### src/rtl/u16u8_pkg.sv
// shared types, constants and encode helpers for the utf-16 pattern escaper
// no dependencies; imported by every module of the block

package u16u8_pkg;

  // one job carries every byte caused by one accepted code unit
  localparam int JobBytes = 6;
  localparam int CntW     = 3;
  localparam int IdxW     = 3;

  // job queue between front and back
  localparam int QDepth   = 4;
  localparam int QPtrW    = 2;

  // characters used by the escape form
  localparam logic [7:0] BackslashChar = 8'h5C;
  localparam logic [7:0] LowerUChar    = 8'h75;
  localparam logic [7:0] AsciiLimit    = 8'h7F;

  // surrogate range prefixes
  localparam logic [5:0] HighSurPrefix = 6'b110110;
  localparam logic [5:0] LowSurPrefix  = 6'b110111;

  // configuration register indexes
  localparam logic CfgUnicode     = 1'b0;
  localparam logic CfgUnicodeSets = 1'b1;

  typedef logic [JobBytes-1:0][7:0] job_bytes_t;

  typedef struct packed {
    job_bytes_t      bytes;  // byte 0 goes out first
    logic [CntW-1:0] cnt;    // number of bytes, 1 to JobBytes
    logic            err;    // both mode flags were set
  } job_t;

  // utf-8 encoding of a code point of the basic plane
  typedef struct packed {
    logic [2:0][7:0] b;
    logic [1:0]      len;
  } enc_t;

  function automatic enc_t enc_bmp(input logic [15:0] cp);
    enc_t e;
    e = '0;
    if (cp[15:7] == 9'd0) begin
      e.b[0] = cp[7:0];
      e.len  = 2'd1;
    end else if (cp[15:11] == 5'd0) begin
      e.b[0] = {3'b110, cp[10:6]};
      e.b[1] = {2'b10, cp[5:0]};
      e.len  = 2'd2;
    end else begin
      e.b[0] = {4'b1110, cp[15:12]};
      e.b[1] = {2'b10, cp[11:6]};
      e.b[2] = {2'b10, cp[5:0]};
      e.len  = 2'd3;
    end
    return e;
  endfunction

  // lowercase hex digit
  function automatic logic [7:0] hex_char(input logic [3:0] nib);
    logic [7:0] c;
    if (nib < 4'd10) begin
      c = 8'h30 + {4'd0, nib};
    end else begin
      c = 8'h57 + {4'd0, nib};
    end
    return c;
  endfunction

endpackage

### src/rtl/u16u8_front.sv
// front part: accepts code units, tracks surrogate and backslash state,
// builds at most one byte job per unit; depends on u16u8_pkg

module u16u8_front (
  input  logic                clk_i,
  input  logic                rst_ni,
  input  logic                unicode_i,
  input  logic                unicode_sets_i,
  input  logic                in_valid_i,
  output logic                in_ready_o,
  input  logic [15:0]         unit_word_i,
  input  logic                final_unit_i,
  input  logic                q_full_i,
  output logic                q_push_o,
  output u16u8_pkg::job_t     q_job_o
);
  import u16u8_pkg::*;

  logic       odd_bs_q, odd_bs_d;
  logic       hold_q, hold_d;
  logic [9:0] held_q, held_d;

  logic       accept;
  logic       has_bytes;
  job_t       job;
  logic       err_mode, cp_mode;
  logic       is_high, is_low;
  logic [20:0] pair_cp;
  enc_t       enc_unit, enc_held;

  assign in_ready_o = ~q_full_i;
  assign accept     = in_valid_i & ~q_full_i;
  assign err_mode   = unicode_i & unicode_sets_i;
  assign cp_mode    = unicode_i | unicode_sets_i;
  assign is_high    = unit_word_i[15:10] == HighSurPrefix;
  assign is_low     = unit_word_i[15:10] == LowSurPrefix;
  assign pair_cp    = 21'h10000 + {1'b0, held_q, unit_word_i[9:0]};
  assign enc_unit   = enc_bmp(unit_word_i);
  assign enc_held   = enc_bmp({HighSurPrefix, held_q});

  // classify the unit and assemble its bytes
  always_comb begin
    job       = '0;
    has_bytes = 1'b0;
    odd_bs_d  = odd_bs_q;
    hold_d    = hold_q;
    held_d    = held_q;
    if (err_mode) begin
      job.err   = 1'b1;
      job.cnt   = CntW'(1);
      has_bytes = 1'b1;
    end else if (cp_mode) begin
      hold_d = 1'b0;
      held_d = '0;
      if (hold_q && is_low) begin
        // joined pair, four bytes
        job.bytes[0] = {5'b11110, pair_cp[20:18]};
        job.bytes[1] = {2'b10, pair_cp[17:12]};
        job.bytes[2] = {2'b10, pair_cp[11:6]};
        job.bytes[3] = {2'b10, pair_cp[5:0]};
        job.cnt      = CntW'(4);
        has_bytes    = 1'b1;
      end else begin
        // lone held surrogate goes out first
        if (hold_q) begin
          for (int k = 0; k < 3; k++) begin
            job.bytes[k] = enc_held.b[k];
          end
          job.cnt   = CntW'(3);
          has_bytes = 1'b1;
        end
        if (is_high && !final_unit_i) begin
          hold_d = 1'b1;
          held_d = unit_word_i[9:0];
        end else begin
          for (int k = 0; k < 3; k++) begin
            if (hold_q) begin
              job.bytes[k+3] = enc_unit.b[k];
            end else begin
              job.bytes[k] = enc_unit.b[k];
            end
          end
          job.cnt   = job.cnt + {1'b0, enc_unit.len};
          has_bytes = 1'b1;
        end
      end
    end else begin
      // legacy: ascii passes, the rest is \uhhhh, or uhhhh if odd_bs_q
      hold_d    = 1'b0;
      held_d    = '0;
      has_bytes = 1'b1;
      if (unit_word_i > {8'd0, AsciiLimit}) begin
        if (!odd_bs_q) begin
          job.bytes[0] = BackslashChar;
          job.bytes[1] = LowerUChar;
          job.bytes[2] = hex_char(unit_word_i[15:12]);
          job.bytes[3] = hex_char(unit_word_i[11:8]);
          job.bytes[4] = hex_char(unit_word_i[7:4]);
          job.bytes[5] = hex_char(unit_word_i[3:0]);
          job.cnt      = CntW'(6);
        end else begin
          job.bytes[0] = LowerUChar;
          job.bytes[1] = hex_char(unit_word_i[15:12]);
          job.bytes[2] = hex_char(unit_word_i[11:8]);
          job.bytes[3] = hex_char(unit_word_i[7:4]);
          job.bytes[4] = hex_char(unit_word_i[3:0]);
          job.cnt      = CntW'(5);
        end
      end else begin
        job.bytes[0] = unit_word_i[7:0];
        job.cnt      = CntW'(1);
      end
      if (unit_word_i == {8'd0, BackslashChar}) begin
        odd_bs_d = ~odd_bs_q;
      end else begin
        odd_bs_d = 1'b0;
      end
    end
    // end of pattern starts the next one fresh
    if (final_unit_i) begin
      odd_bs_d = 1'b0;
      hold_d   = 1'b0;
      held_d   = '0;
    end
  end

  assign q_push_o = accept & has_bytes;
  assign q_job_o  = job;

  // pattern state
  always_ff @(posedge clk_i or negedge rst_ni) begin
    if (!rst_ni) begin
      odd_bs_q <= 1'b0;
      hold_q   <= 1'b0;
      held_q   <= '0;
    end else if (accept) begin
      odd_bs_q <= odd_bs_d;
      hold_q   <= hold_d;
      held_q   <= held_d;
    end
  end

endmodule

### src/rtl/u16u8_queue.sv
// short job queue between front and back
// depends on u16u8_pkg

module u16u8_queue (
  input  logic            clk_i,
  input  logic            rst_ni,
  input  logic            push_i,
  input  u16u8_pkg::job_t push_job_i,
  output logic            full_o,
  input  logic            pop_i,
  output logic            empty_o,
  output u16u8_pkg::job_t head_job_o
);
  import u16u8_pkg::*;

  job_t             mem_q [QDepth];
  logic [QPtrW-1:0] wr_ptr_q, rd_ptr_q;
  logic [QPtrW:0]   count_q;

  assign full_o     = count_q == (QPtrW+1)'(QDepth);
  assign empty_o    = count_q == '0;
  assign head_job_o = mem_q[rd_ptr_q];

  // storage
  always_ff @(posedge clk_i) begin
    if (push_i) begin
      mem_q[wr_ptr_q] <= push_job_i;
    end
  end

  // pointers and fill count
  always_ff @(posedge clk_i or negedge rst_ni) begin
    if (!rst_ni) begin
      wr_ptr_q <= '0;
      rd_ptr_q <= '0;
      count_q  <= '0;
    end else begin
      if (push_i) begin
        wr_ptr_q <= wr_ptr_q + QPtrW'(1);
      end
      if (pop_i) begin
        rd_ptr_q <= rd_ptr_q + QPtrW'(1);
      end
      if (push_i && !pop_i) begin
        count_q <= count_q + (QPtrW+1)'(1);
      end else if (pop_i && !push_i) begin
        count_q <= count_q - (QPtrW+1)'(1);
      end
    end
  end

  a_no_overflow: assert property (@(posedge clk_i) disable iff (!rst_ni)
    push_i |-> !full_o || pop_i) else $error("job queue overflow");

  a_no_underflow: assert property (@(posedge clk_i) disable iff (!rst_ni)
    pop_i |-> !empty_o) else $error("job queue underflow");

endmodule

### src/rtl/u16u8_back.sv
// back part: takes jobs from the queue and sends their bytes one per cycle
// while out_ready_i is high, via an output register; depends on u16u8_pkg

module u16u8_back (
  input  logic            clk_i,
  input  logic            rst_ni,
  input  logic            q_empty_i,
  input  u16u8_pkg::job_t q_job_i,
  output logic            q_pop_o,
  output logic            out_valid_o,
  input  logic            out_ready_i,
  output logic [7:0]      out_byte_o,
  output logic            run_end_o,
  output logic            flag_error_o
);
  import u16u8_pkg::*;

  job_t            cur_q;
  logic            cur_vld_q;
  logic [IdxW-1:0] idx_q;
  logic            out_vld_q, out_last_q, out_err_q;
  logic [7:0]      out_byte_q;

  logic out_free, emit, last_byte;

  assign out_free  = ~out_vld_q | out_ready_i;
  assign emit      = cur_vld_q & out_free;
  assign last_byte = idx_q == (cur_q.cnt - CntW'(1));
  assign q_pop_o   = ~q_empty_i & (~cur_vld_q | (emit & last_byte));

  // current job and byte index
  always_ff @(posedge clk_i or negedge rst_ni) begin
    if (!rst_ni) begin
      cur_vld_q <= 1'b0;
      idx_q     <= '0;
    end else if (q_pop_o) begin
      cur_vld_q <= 1'b1;
      idx_q     <= '0;
    end else if (emit && last_byte) begin
      cur_vld_q <= 1'b0;
    end else if (emit) begin
      idx_q <= idx_q + IdxW'(1);
    end
  end

  always_ff @(posedge clk_i) begin
    if (q_pop_o) begin
      cur_q <= q_job_i;
    end
  end

  // output register
  always_ff @(posedge clk_i or negedge rst_ni) begin
    if (!rst_ni) begin
      out_vld_q <= 1'b0;
    end else if (emit) begin
      out_vld_q <= 1'b1;
    end else if (out_ready_i) begin
      out_vld_q <= 1'b0;
    end
  end

  always_ff @(posedge clk_i) begin
    if (emit) begin
      out_byte_q <= cur_q.bytes[idx_q];
      out_last_q <= last_byte;
      out_err_q  <= cur_q.err;
    end
  end

  assign out_valid_o  = out_vld_q;
  assign out_byte_o   = out_byte_q;
  assign run_end_o    = out_last_q;
  assign flag_error_o = out_err_q;

  a_idx_in_job: assert property (@(posedge clk_i) disable iff (!rst_ni)
    cur_vld_q |-> idx_q < cur_q.cnt) else $error("byte index past job end");

  a_err_single: assert property (@(posedge clk_i) disable iff (!rst_ni)
    (out_vld_q && out_err_q) |-> out_last_q && out_byte_q == 8'd0)
    else $error("error result must be a lone zero byte");

  a_emit_only_held: assert property (@(posedge clk_i) disable iff (!rst_ni)
    emit && !last_byte |=> cur_vld_q && idx_q == $past(idx_q) + IdxW'(1))
    else $error("byte index did not advance");

endmodule

### src/rtl/utf16_pattern_to_utf8_escaper.sv
// Converts a regex pattern given as UTF-16 code units into UTF-8 bytes. With
// the u or v flag set, surrogate pairs are joined into four-byte sequences and
// a lone surrogate is sent as its own three-byte sequence; a high surrogate is
// held until the next unit or tlast. Without flags, units above 0x7F become
// lowercase \uhhhh, the backslash dropped after an odd run of backslashes.
// Both flags set gives one error result (tuser high, zero byte) per unit.
// The front takes one unit per cycle while its 4-entry job queue has room; the
// back sends one byte per cycle while the output is ready. A unit yields 1 to 6
// bytes (a held high surrogate yields none). The output byte register bounds
// throughput; bytes pass the queue entry, current job and output registers.
// Top level; depends on u16u8_pkg, u16u8_front, u16u8_queue, u16u8_back.

module utf16_pattern_to_utf8_escaper (
  input  logic        clk_i,
  input  logic        rst_ni,
  // configuration write port
  input  logic        cfg_we_i,
  input  logic        cfg_idx_i,
  input  logic        cfg_data_i,
  // input stream
  input  logic        s_axis_tvalid,
  output logic        s_axis_tready,
  input  logic [15:0] s_axis_tdata,   // [15:0] unit_word
  input  logic        s_axis_tlast,   // final_unit
  // output stream
  output logic        m_axis_tvalid,
  input  logic        m_axis_tready,
  output logic [7:0]  m_axis_tdata,   // [7:0] out_byte
  output logic        m_axis_tlast,   // run_end
  output logic        m_axis_tuser    // [0] flag_error
);
  import u16u8_pkg::*;

  logic unicode_q, unicode_sets_q;
  logic q_push, q_full, q_pop, q_empty;
  job_t push_job, head_job;

  // mode flags
  always_ff @(posedge clk_i or negedge rst_ni) begin
    if (!rst_ni) begin
      unicode_q      <= 1'b0;
      unicode_sets_q <= 1'b0;
    end else if (cfg_we_i) begin
      case (cfg_idx_i)
        CfgUnicode:     unicode_q      <= cfg_data_i;
        CfgUnicodeSets: unicode_sets_q <= cfg_data_i;
        default: ;
      endcase
    end
  end

  u16u8_front u_front (
    .clk_i          (clk_i),
    .rst_ni         (rst_ni),
    .unicode_i      (unicode_q),
    .unicode_sets_i (unicode_sets_q),
    .in_valid_i     (s_axis_tvalid),
    .in_ready_o     (s_axis_tready),
    .unit_word_i    (s_axis_tdata),
    .final_unit_i   (s_axis_tlast),
    .q_full_i       (q_full),
    .q_push_o       (q_push),
    .q_job_o        (push_job)
  );

  u16u8_queue u_queue (
    .clk_i      (clk_i),
    .rst_ni     (rst_ni),
    .push_i     (q_push),
    .push_job_i (push_job),
    .full_o     (q_full),
    .pop_i      (q_pop),
    .empty_o    (q_empty),
    .head_job_o (head_job)
  );

  u16u8_back u_back (
    .clk_i        (clk_i),
    .rst_ni       (rst_ni),
    .q_empty_i    (q_empty),
    .q_job_i      (head_job),
    .q_pop_o      (q_pop),
    .out_valid_o  (m_axis_tvalid),
    .out_ready_i  (m_axis_tready),
    .out_byte_o   (m_axis_tdata),
    .run_end_o    (m_axis_tlast),
    .flag_error_o (m_axis_tuser)
  );

endmodule
### config.mk
export PLATFORM = sky130hd
export DESIGN_NAME = utf16_pattern_to_utf8_escaper
export DESIGN_NICKNAME = d
export VERILOG_FILES = /design/src/rtl/u16u8_pkg.sv /design/src/rtl/u16u8_front.sv /design/src/rtl/u16u8_queue.sv /design/src/rtl/u16u8_back.sv /design/src/rtl/utf16_pattern_to_utf8_escaper.sv
export SDC_FILE = /design/constraint.sdc
export NUM_CORES = 1
export LEC_CHECK = 0
export ABC_AREA = 1
export BUFFER_PORTS_ARGS = -buffer_cell sky130_fd_sc_hd__buf_4
export CELL_PAD_IN_SITES_DETAIL_PLACEMENT = 1
export CELL_PAD_IN_SITES_GLOBAL_PLACEMENT = 2
export CORE_MARGIN = 4
export CORE_UTILIZATION = 27
export DETAILED_ROUTE_END_ITERATION = 6
export PLACE_DENSITY_LB_ADDON = 0.12
export RECOVER_POWER = 100
export SLEW_MARGIN = 10
export SYNTH_ARGS = -nofsm -noshare
export SYNTH_HDL_FRONTEND = slang
export SYNTH_SLANG_ARGS = --single-unit
### constraint.sdc
create_clock -name clk_i -period 4.9 [get_ports clk_i]
set_input_delay 0.98 -clock clk_i [delete_from_list [all_inputs] [get_ports clk_i]]
set_output_delay 0.98 -clock clk_i [all_outputs]
set_load 0.1 [all_outputs]
* Word-level counts from Yosys, hierarchy flattened *
Memory sizes are Yosys's and may differ from the RTL's. A register that Yosys moved wholly into a read port is not among the register bits.
Cells that the tools add are included.

cells by class
  multiplexer cells = 62
  reductions and logical operators = 20
  equality and inequality tests = 8
  magnitude comparators = 6
  bitwise gates (word level) = 15
  add/subtract/negate cells = 16

operators by type and width
  cell                                                                    number
  27-bit 2-to-1 mux                                                       4
  8-bit 2-to-1 mux                                                        13
  51-bit 2-to-1 mux                                                       2
  10-bit 2-to-1 mux                                                       6
  16-bit 2-to-1 mux                                                       3
  48-bit 2-to-1 mux                                                       1
  43-bit 2-to-1 mux                                                       1
  40-bit 2-to-1 mux                                                       1
  35-bit 2-to-1 mux                                                       1
  7-bit by 4-bit adder with 8-bit output, first input constant            4
  6-bit by 4-bit adder with 7-bit output, first input constant            4
  8-bit binary-select mux with 3-bit select                               1
  17-bit by 20-bit adder with 21-bit output, first input constant         1
  1-bit 2-to-1 mux                                                        21
  18-bit 2-to-1 mux                                                       1
  3-bit 2-to-1 mux                                                        6
  16-bit by 7-bit equality test with 1-bit output, second input constant  1
  16-bit by 7-bit > comparator with 1-bit output, second input constant   1
  4-bit < comparator, second input constant                               4
  6-bit equality test, second input constant                              2
  11-bit 2-to-1 mux                                                       1
  9-bit zero test                                                         1
  2-bit AND reduction                                                     4
  2-bit nonzero test                                                      4
  16 further kinds                                                        39

word-level totals
  register bits after elaboration = 36
  output and inout port bits = 12
  memory bits (writable) = 208
  memories kept = 1
  bits of input ports = 24

memory list
  name           words  width  read ports  clocked after memory_dff  wr ports  line               RTL
  u_queue.mem_q  4      52     1           1                         1         u16u8_queue.sv:16  job_t mem_q [QDepth];

* Logic depth before layout (Yosys ltp) *
Gate-level depths: netlist (run 1).

  word-level depth = 11
  gate-level depth with buffers = 15
  mapped depth without buffers = 15

* Modules after synthesis *
A second synthesis (run 1) with hierarchy kept.

second synthesis, totals
  cells, all modules = 1341
  area total of the unflattened synthesis = 13949.6 um^2

by module, submodules not included
  module                         area an instance (um^2)  seq. area each (um^2)  instances  cells an instance
  u16u8_queue                    8609.5                   6421.2                 1          654
  u16u8_front                    2650.0                   300.3                  1          477
  u16u8_back                     2603.7                   1986.9                 1          199
  utf16_pattern_to_utf8_escaper  86.3                     50.0                   1          11

* Worst setup path before layout (run 1) *
Ideal clock, no wire load.

  kind = input port to flip-flop
  start point = input port s_axis_tdata[13]
  end point = memory u_queue.mem_q[0][0] (netlist name), enable pin
  cell stages on the path = 9
  required time = 4438 ps
  arrival time = 3917 ps
  library setup time = 462 ps
  buffers on the path = 0
  slack = 521 ps
  cell sequence = inv_1 ha_1 nand2_1 inv_2 nand3_4 nor2_4 inv_2 o21ai_4 nor2_1

on the way
  longest elaborated chain between the ends = 9

RTL lines
  item                                        line                                 RTL
  from (decl)                                 utf16_pattern_to_utf8_escaper.sv:23  input logic [15:0] s_axis_tdata,
  6-bit equality test                         u16u8_front.sv:35                    assign is_high = unit_word_i[15:10] == HighSurPrefix;
  1-bit logical AND                           u16u8_front.sv:72                    if (is_high && !final_unit_i) begin
  1-bit 2-to-1 mux                            u16u8_front.sv:72
  1-bit 2-to-1 mux (*)                        u16u8_front.sv:55                    if (hold_q && is_low) begin
  1-bit 2-to-1 mux (*)                        u16u8_front.sv:52                    end else if (cp_mode) begin
  1-bit 2-to-1 mux (*)                        u16u8_front.sv:48                    if (err_mode) begin
  1-bit AND (*)                               u16u8_front.sv:127                   assign q_push_o = accept & has_bytes;
  1-bit 2-to-1 mux (*)                        u16u8_queue.sv:26                    if (push_i) begin
  1-bit 2-to-1 mux (not written as such) (*)  u16u8_queue.sv:27                    mem_q[wr_ptr_q] <= push_job_i;
  to (decl)                                   u16u8_queue.sv:16

Every way passes the cells marked *; elsewhere a longest branch is shown, timed or not.

==> out/summary.txt, run 1 <==
Status = finished with violations
Failing checks = max-capacitance violations, max-slew violations
Die X = 231 µm
R2r setup slk = 920 ps
Normalized max-slew margin = -32.4%
Synth cell types = 44
Synth-to-layout area growth = 15.3%
Final Core Density = 31.5%
Crit path from = u_front.hold_q
Synth area leader = edfxtp_1
CTS tree = built
Vias in the first global route = 9,834
Slew Viols, Final = 284
CTS root buf = clkbuf_16
Gate Count Post-Synth = 1,228
Peak VDD IR = 224 µV
Crit path largest cell delay = 770 ps
Async SR Flop Fraction = 8.78%
CTS Buf Count = 37
Syn_area_per_cell = 10.9 µm²
Starting density of the core = 27.4%
Crit path time final = 3980 ps
Post_cts resized = 0
Postcts setup bufs = 0
CP Depth = 9
Cell row count = 81
Worst Setup Path Type = reg2reg
Final setup viols = 0
CTS sink cnt = 296
Hold buffers post-CTS = 0
Worst-margin pin slew = 1990 ps
Crit end category = register
Hold Crit Class = reg2reg
PwrDens = 579 nW/µm²
WL per Instance = 23.2 µm
Count leader, synth = edfxtp_1
Post-route cell area = 15,500 µm²
Total global routing overflow = 0
CP Cell Sequence = inv_1, nor3_1, nand2_1, inv_2, nor2_2, nand2_2, nor2_4, nand3_1, o21ai_0
Gr usage total = 17.1%
Largest net degree at the start of global routing = 55
Yosys warns = 0
Iteration-0 DRC Markers = 578
Achievable frequency = 251 MHz
RSZ-0062 raised after global routing = no
Setup TNS = 0 ps
H-tree depth = 2
Clock latency on the worst-skew pair = 560 ps
Worst Setup EP = u_queue.mem_q[1][47]
Initial antenna violation count = 0
Period utilisation layout = 81.2%
Mapped cell area = 13,400 µm²
Synth top area share = 60.4%
Synthesized net count = 1,275
CTS clk-pin slew, worst paths = 60 ps
Die span in y = 231 µm
Critical path arrival = 4210 ps
DR pass1 iterations = 5
Leak = 5.53 nW
Slowest cell on the critical path = nand2_1
Worst hold margin = 458 ps
Detail Placement HPWL = 29,900 µm
Post-DP Area = 14,500 µm²
Fraction of layout cells with a size suffix above 1 = 10.6%
DRC Markers = 0
I/O pin count = 36
Number of antenna-violating nets in the routed design = 0
Die area = 53,300 µm²
Fin nets = 1,307
Max Cap Viol = 7
Post-synth EDFFs = 270
Worst path bufs/invs = 2
Setup WS pre-CTS = 1280 ps
#FFs+latches synth = 296
First-pass GRT wire length = 67,400 µm
Core ar. = 49,100 µm²
R2R cell count = 9
Worst r2r src = u_front.hold_q
Final hold viol count = 0
Prevailing post-synth register cell = edfxtp_1
Port-buffer cells = 35
WP data required = 5130 ps
R2r endpoint = u_queue.mem_q[1][47]
Crit path max-delay family = simple AND/OR/NAND/NOR gates
Post-synthesis sequential area ratio = 65.3%
Clock skew = 25.7 ps
Crit path max fanout = 27
Gpl congestion = 0.820
Vias per std cell = 4.78
Via count = 9,317
WL final = 45,300 µm
CP startpoint kind = register
CTS Buffer Depth = 3
Post-synth top cells = edfxtp_1 (270), nor2_1 (184), o21ai_0 (169)
Final worst setup slack = 919 ps
Synth area leaders = edfxtp_1 (60%), o21ai_0 (6.3%), nor2_1 (5.1%), dfrtp_1 (4.8%), nand2_1 (4.5%)
## worst min path at each step
stage / slack (ps) / to / cells after the start / start
3_5_place_dp: 440 / u_back.flag_error_o / 0 / u_back.cur_q[0]
2_1_floorplan: 400 / u_back.flag_error_o / 0 / u_back.cur_q[0]
4_1_cts: 370 / u_queue.count_q[2] / 1 / rst_ni
5_1_grt: 460 / u_back.flag_error_o / 0 / u_back.cur_q[0]
3_3_place_gp: 420 / u_back.flag_error_o / 0 / u_back.cur_q[0]
6_report: 460 / u_back.flag_error_o / 0 / u_back.cur_q[0]
## state kept, by name, summed over array words and instances (netlist names), 2 cells and up
register	cells
u_queue.rd_ptr_q	2
u_back.idx_q	3
u_queue.count_q	3
u_back.out_byte_o	8
u_front.held_q	10
u_queue.mem_q	208
u_back.cur_q	52
u_queue.wr_ptr_q	2
## per-stage QoR
stage	total power, W	instances
after detailed placement	0.00649	1885
after CTS	0.00921	1948
after global placement	0.00647	1885
final	0.00895	1949
after floorplan	0.00540	1228
after global routing	0.00951	1948
## layer usage
metal,routed length (µm),track usage (%),vias up
met5,0,0,-
met3,1560,2.91,68
met1,21600,24.1,4679
li1,-,-,4415
met2,20900,26.9,155
met4,1240,5.15,0
## final cells by class
| cell class | instances | area, µm² |
|---|---|---|
| antenna | 1 | 2.50 |
| clock buffer | 45 | 976 |
| clock inverter | 18 | 206 |
| fill | 5455 | 33600 |
| inverter | 87 | 328 |
| multi-input combinational | 782 | 4020 |
| sequential | 296 | 8760 |
| tap | 664 | 831 |
| timing repair buffer | 56 | 339 |
## cells by family (layout without fill, tap and decap cells)
| kind of cell | after synthesis | count (layout) | share of synthesized area [%] |
|---|---|---|---|
| adder cells (fa/ha/maj) | 23 | 23 | 2.20 |
| other | 0 | 1 | 0 |
| AO/OA/AOI/OAI | 319 | 319 | 13.4 |
| buffers and inverters | 150 | 206 | 4.46 |
| multiplexers | 2 | 2 | 0.159 |
| flip-flops | 296 | 296 | 65.3 |
| AND/OR/NAND/NOR | 425 | 425 | 13.7 |
| XOR/XNOR | 13 | 13 | 0.849 |
## report_power, final
group          internal, W  leakage, nW  switching (W)
clock network      0.00159        0.577        0.00109
logic             0.000575         2.12        0.00194
registers          0.00352         2.84       0.000253
total              0.00568         5.53        0.00328
## layout by cell type (no fill, tap or decap), types with 9 or more instances in the layout
cell type / instances
a21oi_1: 33
buf_4: 28
clkbuf_1: 29
clkbuf_16: 37
dfrtp_1: 25
edfxtp_1: 270
ha_1: 22
inv_1: 71
inv_2: 14
nand2_1: 163
nand3_1: 39
nor2_1: 181
nor2_4: 9
nor3_1: 10
o21ai_0: 184
o21ai_1: 9
o22ai_1: 64
xor2_1: 9
(Power assumes the default switching activity.)
==> inputs of run 2 (changes only) <==
clock period = 3.41 ns   (was 4.9 ns; I/O delays follow)
==> run 2 against run 1 <==
The flow still finishes with violations (max-capacitance violations, max-slew violations). Sequential power up 40%. Via count up 1.3%. Worst setup slack worse by 580 ps. Clock power up 47%. Die area unchanged. Final cell count up 1.5%. Combinational power up 58%. Utilization up 0.61 points. Global-route usage down 0.19 points. First-iteration DRC count up 2.6%.
==> out/summary.txt, run 2 (synthesized netlist as in run 1, its figures left out) <==
Starting density of the core = 27.4%
Total global routing overflow = 0
Worst-margin pin slew = 1920 ps
First-pass GRT wire length = 67,200 µm
Most common cell after layout, fill and taps aside = edfxtp_1
Slew Viols, Final = 27
Final hold viol count = 0
Max Cap Viol = 2
Setup TNS = 0 ps
Via count = 9,438
Initial antenna violation count = 2
Hold Crit Class = in2reg
Die span in y = 231 µm
Port-buffer cells = 35
CTS sink cnt = 296
Vias per std cell = 4.77
Iteration-0 DRC Markers = 593
Hold path depth = 2
I/O pin count = 36
Clock skew = 10.8 ps
RSZ-0062 raised after global routing = no
R2r endpoint = u_queue.mem_q[3][9]
Achievable frequency = 326 MHz
Ant diodes = 0
CP startpoint kind = primary input
H-tree depth = 2
Die area = 53,300 µm²
Hold Path End = unicode_sets_q
PwrDens = 836 nW/µm²
Final setup viols = 0
CTS root buf = clkbuf_16
Core ar. = 49,100 µm²
DRC Markers = 0
Worst r2r src = unicode_sets_q
WL final = 44,800 µm
DR pass1 iterations = 5
Largest net degree at the start of global routing = 83
Gr usage total = 16.9%
Fin nets = 1,336
Max reg flops = 208
Gpl congestion = 0.858
Met3 Use GR = 2.41%
Critical path arrival = 3350 ps
Crit path time final = 3070 ps
CTS tree = built
WL per Instance = 22.7 µm
Worst Setup Path Type = in2reg
Number of antenna-violating nets in the routed design = 0
Vias in the first global route = 9,918
Largest Register = u_queue.mem_q
Period utilisation layout = 89.9%
Hold Path Origin = cfg_we_i
Post-DP Area = 14,800 µm²
Post-route cell area = 15,800 µm²
Failing checks = max-capacitance violations, max-slew violations
R2r setup slk = 370 ps
Hold buffers post-CTS = 0
Synth-to-layout area growth = 17.5%
Grt met2 use = 27.1%
WP data required = 3690 ps
CTS Buf Count = 36
Met1 Usage GRT = 24.1%
Largest regs = u_queue.mem_q: 208 flops, u_back.cur_q: 52 flops, u_front.held_q: 10 flops
Detail Placement HPWL = 30,600 µm
Cell row count = 81
R2R cell count = 8
Leak = 5.71 nW
Crit path max fanout = 9
Fraction of layout cells with a size suffix above 1 = 11.1%
Normalized max-slew margin = -28.2%
Post_cts resized = 0
Crit end category = register
CTS Buffer Depth = 3
Clock latency on the worst-skew pair = 540 ps
Postcts setup bufs = 0
Commonest non-fill, non-tap cells in the layout = edfxtp_1 (270), nor2_1 (186), o21ai_0 (172)
Die X = 231 µm
GRT busiest layer = met2
CTS clk-pin slew, worst paths = 50 ps
Peak VDD IR = 285 µV
Status = finished with violations
Tot Pwr = 0.0132 W
[run 2: metrics by stage]
step / hold slack (ps) / util [%] / setup WS (ps) / instances
after CTS: 78.5 / 32.6 / 592 / 1978
final: 343 / 32.1 / 343 / 1978
after detailed placement: 408 / 30.2 / 342 / 1915
after floorplan: 386 / - / -824 / 1228
after global placement: 402 / 30.2 / 352 / 1915
after global routing: 326 / 32.1 / 193 / 1978
[run 2: cell type report]
| class | instances | area [µm²] |
|---|---|---|
| Multi-Input combinational cell | 782 | 4000 |
| Timing Repair Buffer | 86 | 638 |
| Fill cell | 5485 | 33300 |
| Tap cell | 664 | 831 |
| Sequential cell | 296 | 8760 |
| Clock buffer | 44 | 952 |
| Inverter | 87 | 329 |
| Clock inverter | 19 | 255 |
[run 2: worst max-delay path by stage]
stage,slack (ps),end,start
2_1_floorplan,-820,u_queue.mem_q[0][0],u_queue.count_q[0]
3_3_place_gp,350,u_queue.count_q[1],s_axis_tdata[13]
3_5_place_dp,340,u_queue.count_q[1],s_axis_tdata[13]
4_1_cts,590,u_queue.count_q[2],u_back.cur_q[1]
5_1_grt,190,u_queue.mem_q[2][45],s_axis_tdata[8]
6_report,340,u_queue.mem_q[2][19],s_axis_tdata[7]
[run 2: where the power goes]
part / total, W / leakage, nW / internal, W / switching, W
registers: 0.00528 / 2.84 / 0.00504 / 0.000247
clock network: 0.00393 / 0.588 / 0.00244 / 0.00148
logic: 0.00396 / 2.29 / 0.000995 / 0.00297
[run 2: routing by layer]
metal	routed length (µm)	part of all wire, %
met5	0	0
met4	935	2.1
met3	1490	3.3
met2	21000	47
met1	21400	48
[run 2: worst max-delay path, stage by stage]
cell and delay, ps:
buf_4 150, inv_1 320, nand3_1 440, nor2_1 660
ha_1 270, a21oi_1 70, o21ai_0 470, buf_4 210
inv_1 70
==> inputs of run 3 (changes only) <==
==> constraint.sdc (replaced) <==
create_clock -name clk_i -period 3.41 [get_ports clk_i]
set_input_delay 0 -clock clk_i [delete_from_list [all_inputs] [get_ports clk_i]]
set_output_delay 0 -clock clk_i [all_outputs]
set_load 0.1 [all_outputs]
==> run 3 against run 2 <==
The run still ends with max-capacitance violations, max-slew violations left. Clock power decreased by 8.1%. Total power is 2.7% lower. Die area stayed put. Register-to-register slack about the same. Routed wire length grew 1.6%. Clock skew up 6.6 ps. Sequential cell count is the same. Maximum frequency up 0.96%. Worst setup slack improved by 29 ps. Via count is 1.7% higher. Combinational power is essentially flat. Non-clock buffer count up 16. Critical path type is now reg2reg. Largest cell class unchanged. Largest power group unchanged.
==> out/summary.txt, run 3 (synthesized netlist as in run 1, its figures left out) <==
Status = finished with violations
Failing checks = max-capacitance violations, max-slew violations
CTS Buffer Depth = 3
Die X = 231 µm
Clock latency on the worst-skew pair = 550 ps
Sequential share of power = 40.9%
Gpl congestion = 0.835
CTS Buf Count = 36
Final setup viols = 0
Hold Crit Class = in2reg
Slew Viols, Final = 27
Crit end category = register
CTS sink cnt = 296
Worst Setup Path Type = reg2reg
Tot Pwr = 0.0128 W
First-pass GRT wire length = 68,000 µm
Leak = 5.67 nW
Gate power share = 30.9%
Fin nets = 1,352
CTS clk-pin slew, worst paths = 50 ps
Die area = 53,300 µm²
Most common cell after layout, fill and taps aside = edfxtp_1
CP Cell Sequence = nor2_4, buf_4, clkbuf_2, nand2_1, a21oi_1, dlygate4sd3_1, a21oi_1, dlygate4sd3_1
Detail Placement HPWL = 31,500 µm
Critical path arrival = 3460 ps
Worst path bufs/invs = 4
Setup TNS = 0 ps
Post_cts resized = 0
Commonest non-fill, non-tap cells in the layout = edfxtp_1 (270), nor2_1 (184), o21ai_0 (182)
Via count = 9,595
H-tree depth = 2
Vias per std cell = 4.82
Initial antenna violation count = 3
WP data required = 3830 ps
Peak VDD IR = 339 µV
Crit path max-delay family = buffers and inverters
Slowest cell on the critical path = dlygate4sd3_1
Synth-to-layout area growth = 17.4%
Fraction of layout cells with a size suffix above 1 = 10.2%
WL final = 45,500 µm
Die span in y = 231 µm
DR pass1 iterations = 4
Clock power frac = 28.2%
Core ar. = 49,100 µm²
Port-buffer cells = 35
I/O pin count = 36
Achievable frequency = 329 MHz
Max Cap Viol = 1
Starting density of the core = 27.4%
R2r setup slk = 370 ps
CTS tree = built
Normalized max-slew margin = -32.1%
Iteration-0 DRC Markers = 590
Total global routing overflow = 0
Switching share of power = 36.6%
Final hold viol count = 0
RSZ-0062 raised after global routing = no
Vias in the first global route = 10,033
CP startpoint kind = register
Cell row count = 81
DRC Markers = 0
Fillers = 5,500
Largest net degree at the start of global routing = 57
PwrDens = 814 nW/µm²
Crit path largest cell delay = 590 ps
Period utilisation layout = 89.1%
Ant diodes = 0
Crit path time final = 3040 ps
Largest regs = u_queue.mem_q: 208 flops, u_back.cur_q: 52 flops, u_front.held_q: 10 flops
Worst-margin pin slew = 1980 ps
Clock skew = 17.4 ps
CTS root buf = clkbuf_16
Internal cell power = 0.00812 W
Max reg flops = 208
Largest Register = u_queue.mem_q
Sw Pwr = 0.00470 W
Crit path max fanout = 16
Number of antenna-violating nets in the routed design = 0
Gr usage total = 17.1%
WL per Instance = 22.9 µm
run 3: power by group through the flow:
stage	registers, W	clock network, W	logic (W)
floorplan	0.00569	0	0.00207
global placement	0.00531	0	0.00426
detailed placement	0.00532	0	0.00427
CTS	0.00525	0.00373	0.00430
global route	0.00531	0.00389	0.00442
finish	0.00525	0.00361	0.00396
run 3: worst paths after layout:
| kind | cells after the start | end | startpoint |
|---|---|---|---|
| hold reg to reg | 0 | u_back.flag_error_o | u_back.cur_q[0] |
| hold / removal | 3 | u_queue.mem_q[0][49] | s_axis_tdata[5] |
| max in group asynchronous | 4 | u_queue.rd_ptr_q[0] | rst_ni |
| setup reg to reg | 8 | u_front.odd_bs_q | unicode_sets_q |
| setup / recovery | 8 | u_front.odd_bs_q | unicode_sets_q |
| min in group asynchronous | 4 | u_front.held_q[4] | rst_ni |
run 3: final cells by class:
class,instances,area [µm²],area share [%]
Sequential cell,296,8760,55.6
Multi-Input combinational cell,782,4000,25.4
Inverter,87,329,2.09
Timing Repair Buffer,102,757,4.81
Tap cell,664,831,5.27
Clock inverter,17,134,0.850
Clock buffer,41,941,5.97
run 3: tightest hold or removal path, cell delays in order:
cell and delay (ps):
buf_4 180, nand2_1 120, o21ai_1 130
run 3: repair_timing:
item	in CTS	in global routing
hold buffers	20	0
endpoints found under the hold margin	68	0
buffers inserted	0	0
run 3: stage by stage:
| step | setup WS, ps | instances | area (µm²) | util (%) | hold WS [ps] |
|---|---|---|---|---|---|
| final | 373 | 1989 | 15800 | 32.1 | 83.2 |
| after global routing | 238 | 1989 | 15800 | 32.1 | 102 |
| after CTS | 594 | 1989 | 16100 | 32.7 | 48.1 |
| after detailed placement | 678 | 1911 | 14800 | 30.1 | -8.80 |
| after global placement | 703 | 1911 | 14800 | 30.1 | -7.33 |
| after floorplan | -824 | 1228 | 13400 | - | -296 |
run 3: routing by layer:
metal	GRT usage, %	vias up	share of wire [%]
li1	-	4503	-
met4	6.01	0	3.3
met3	2.39	82	3.6
met5	0	-	0
met1	24.6	4828	48
met2	26.6	182	45
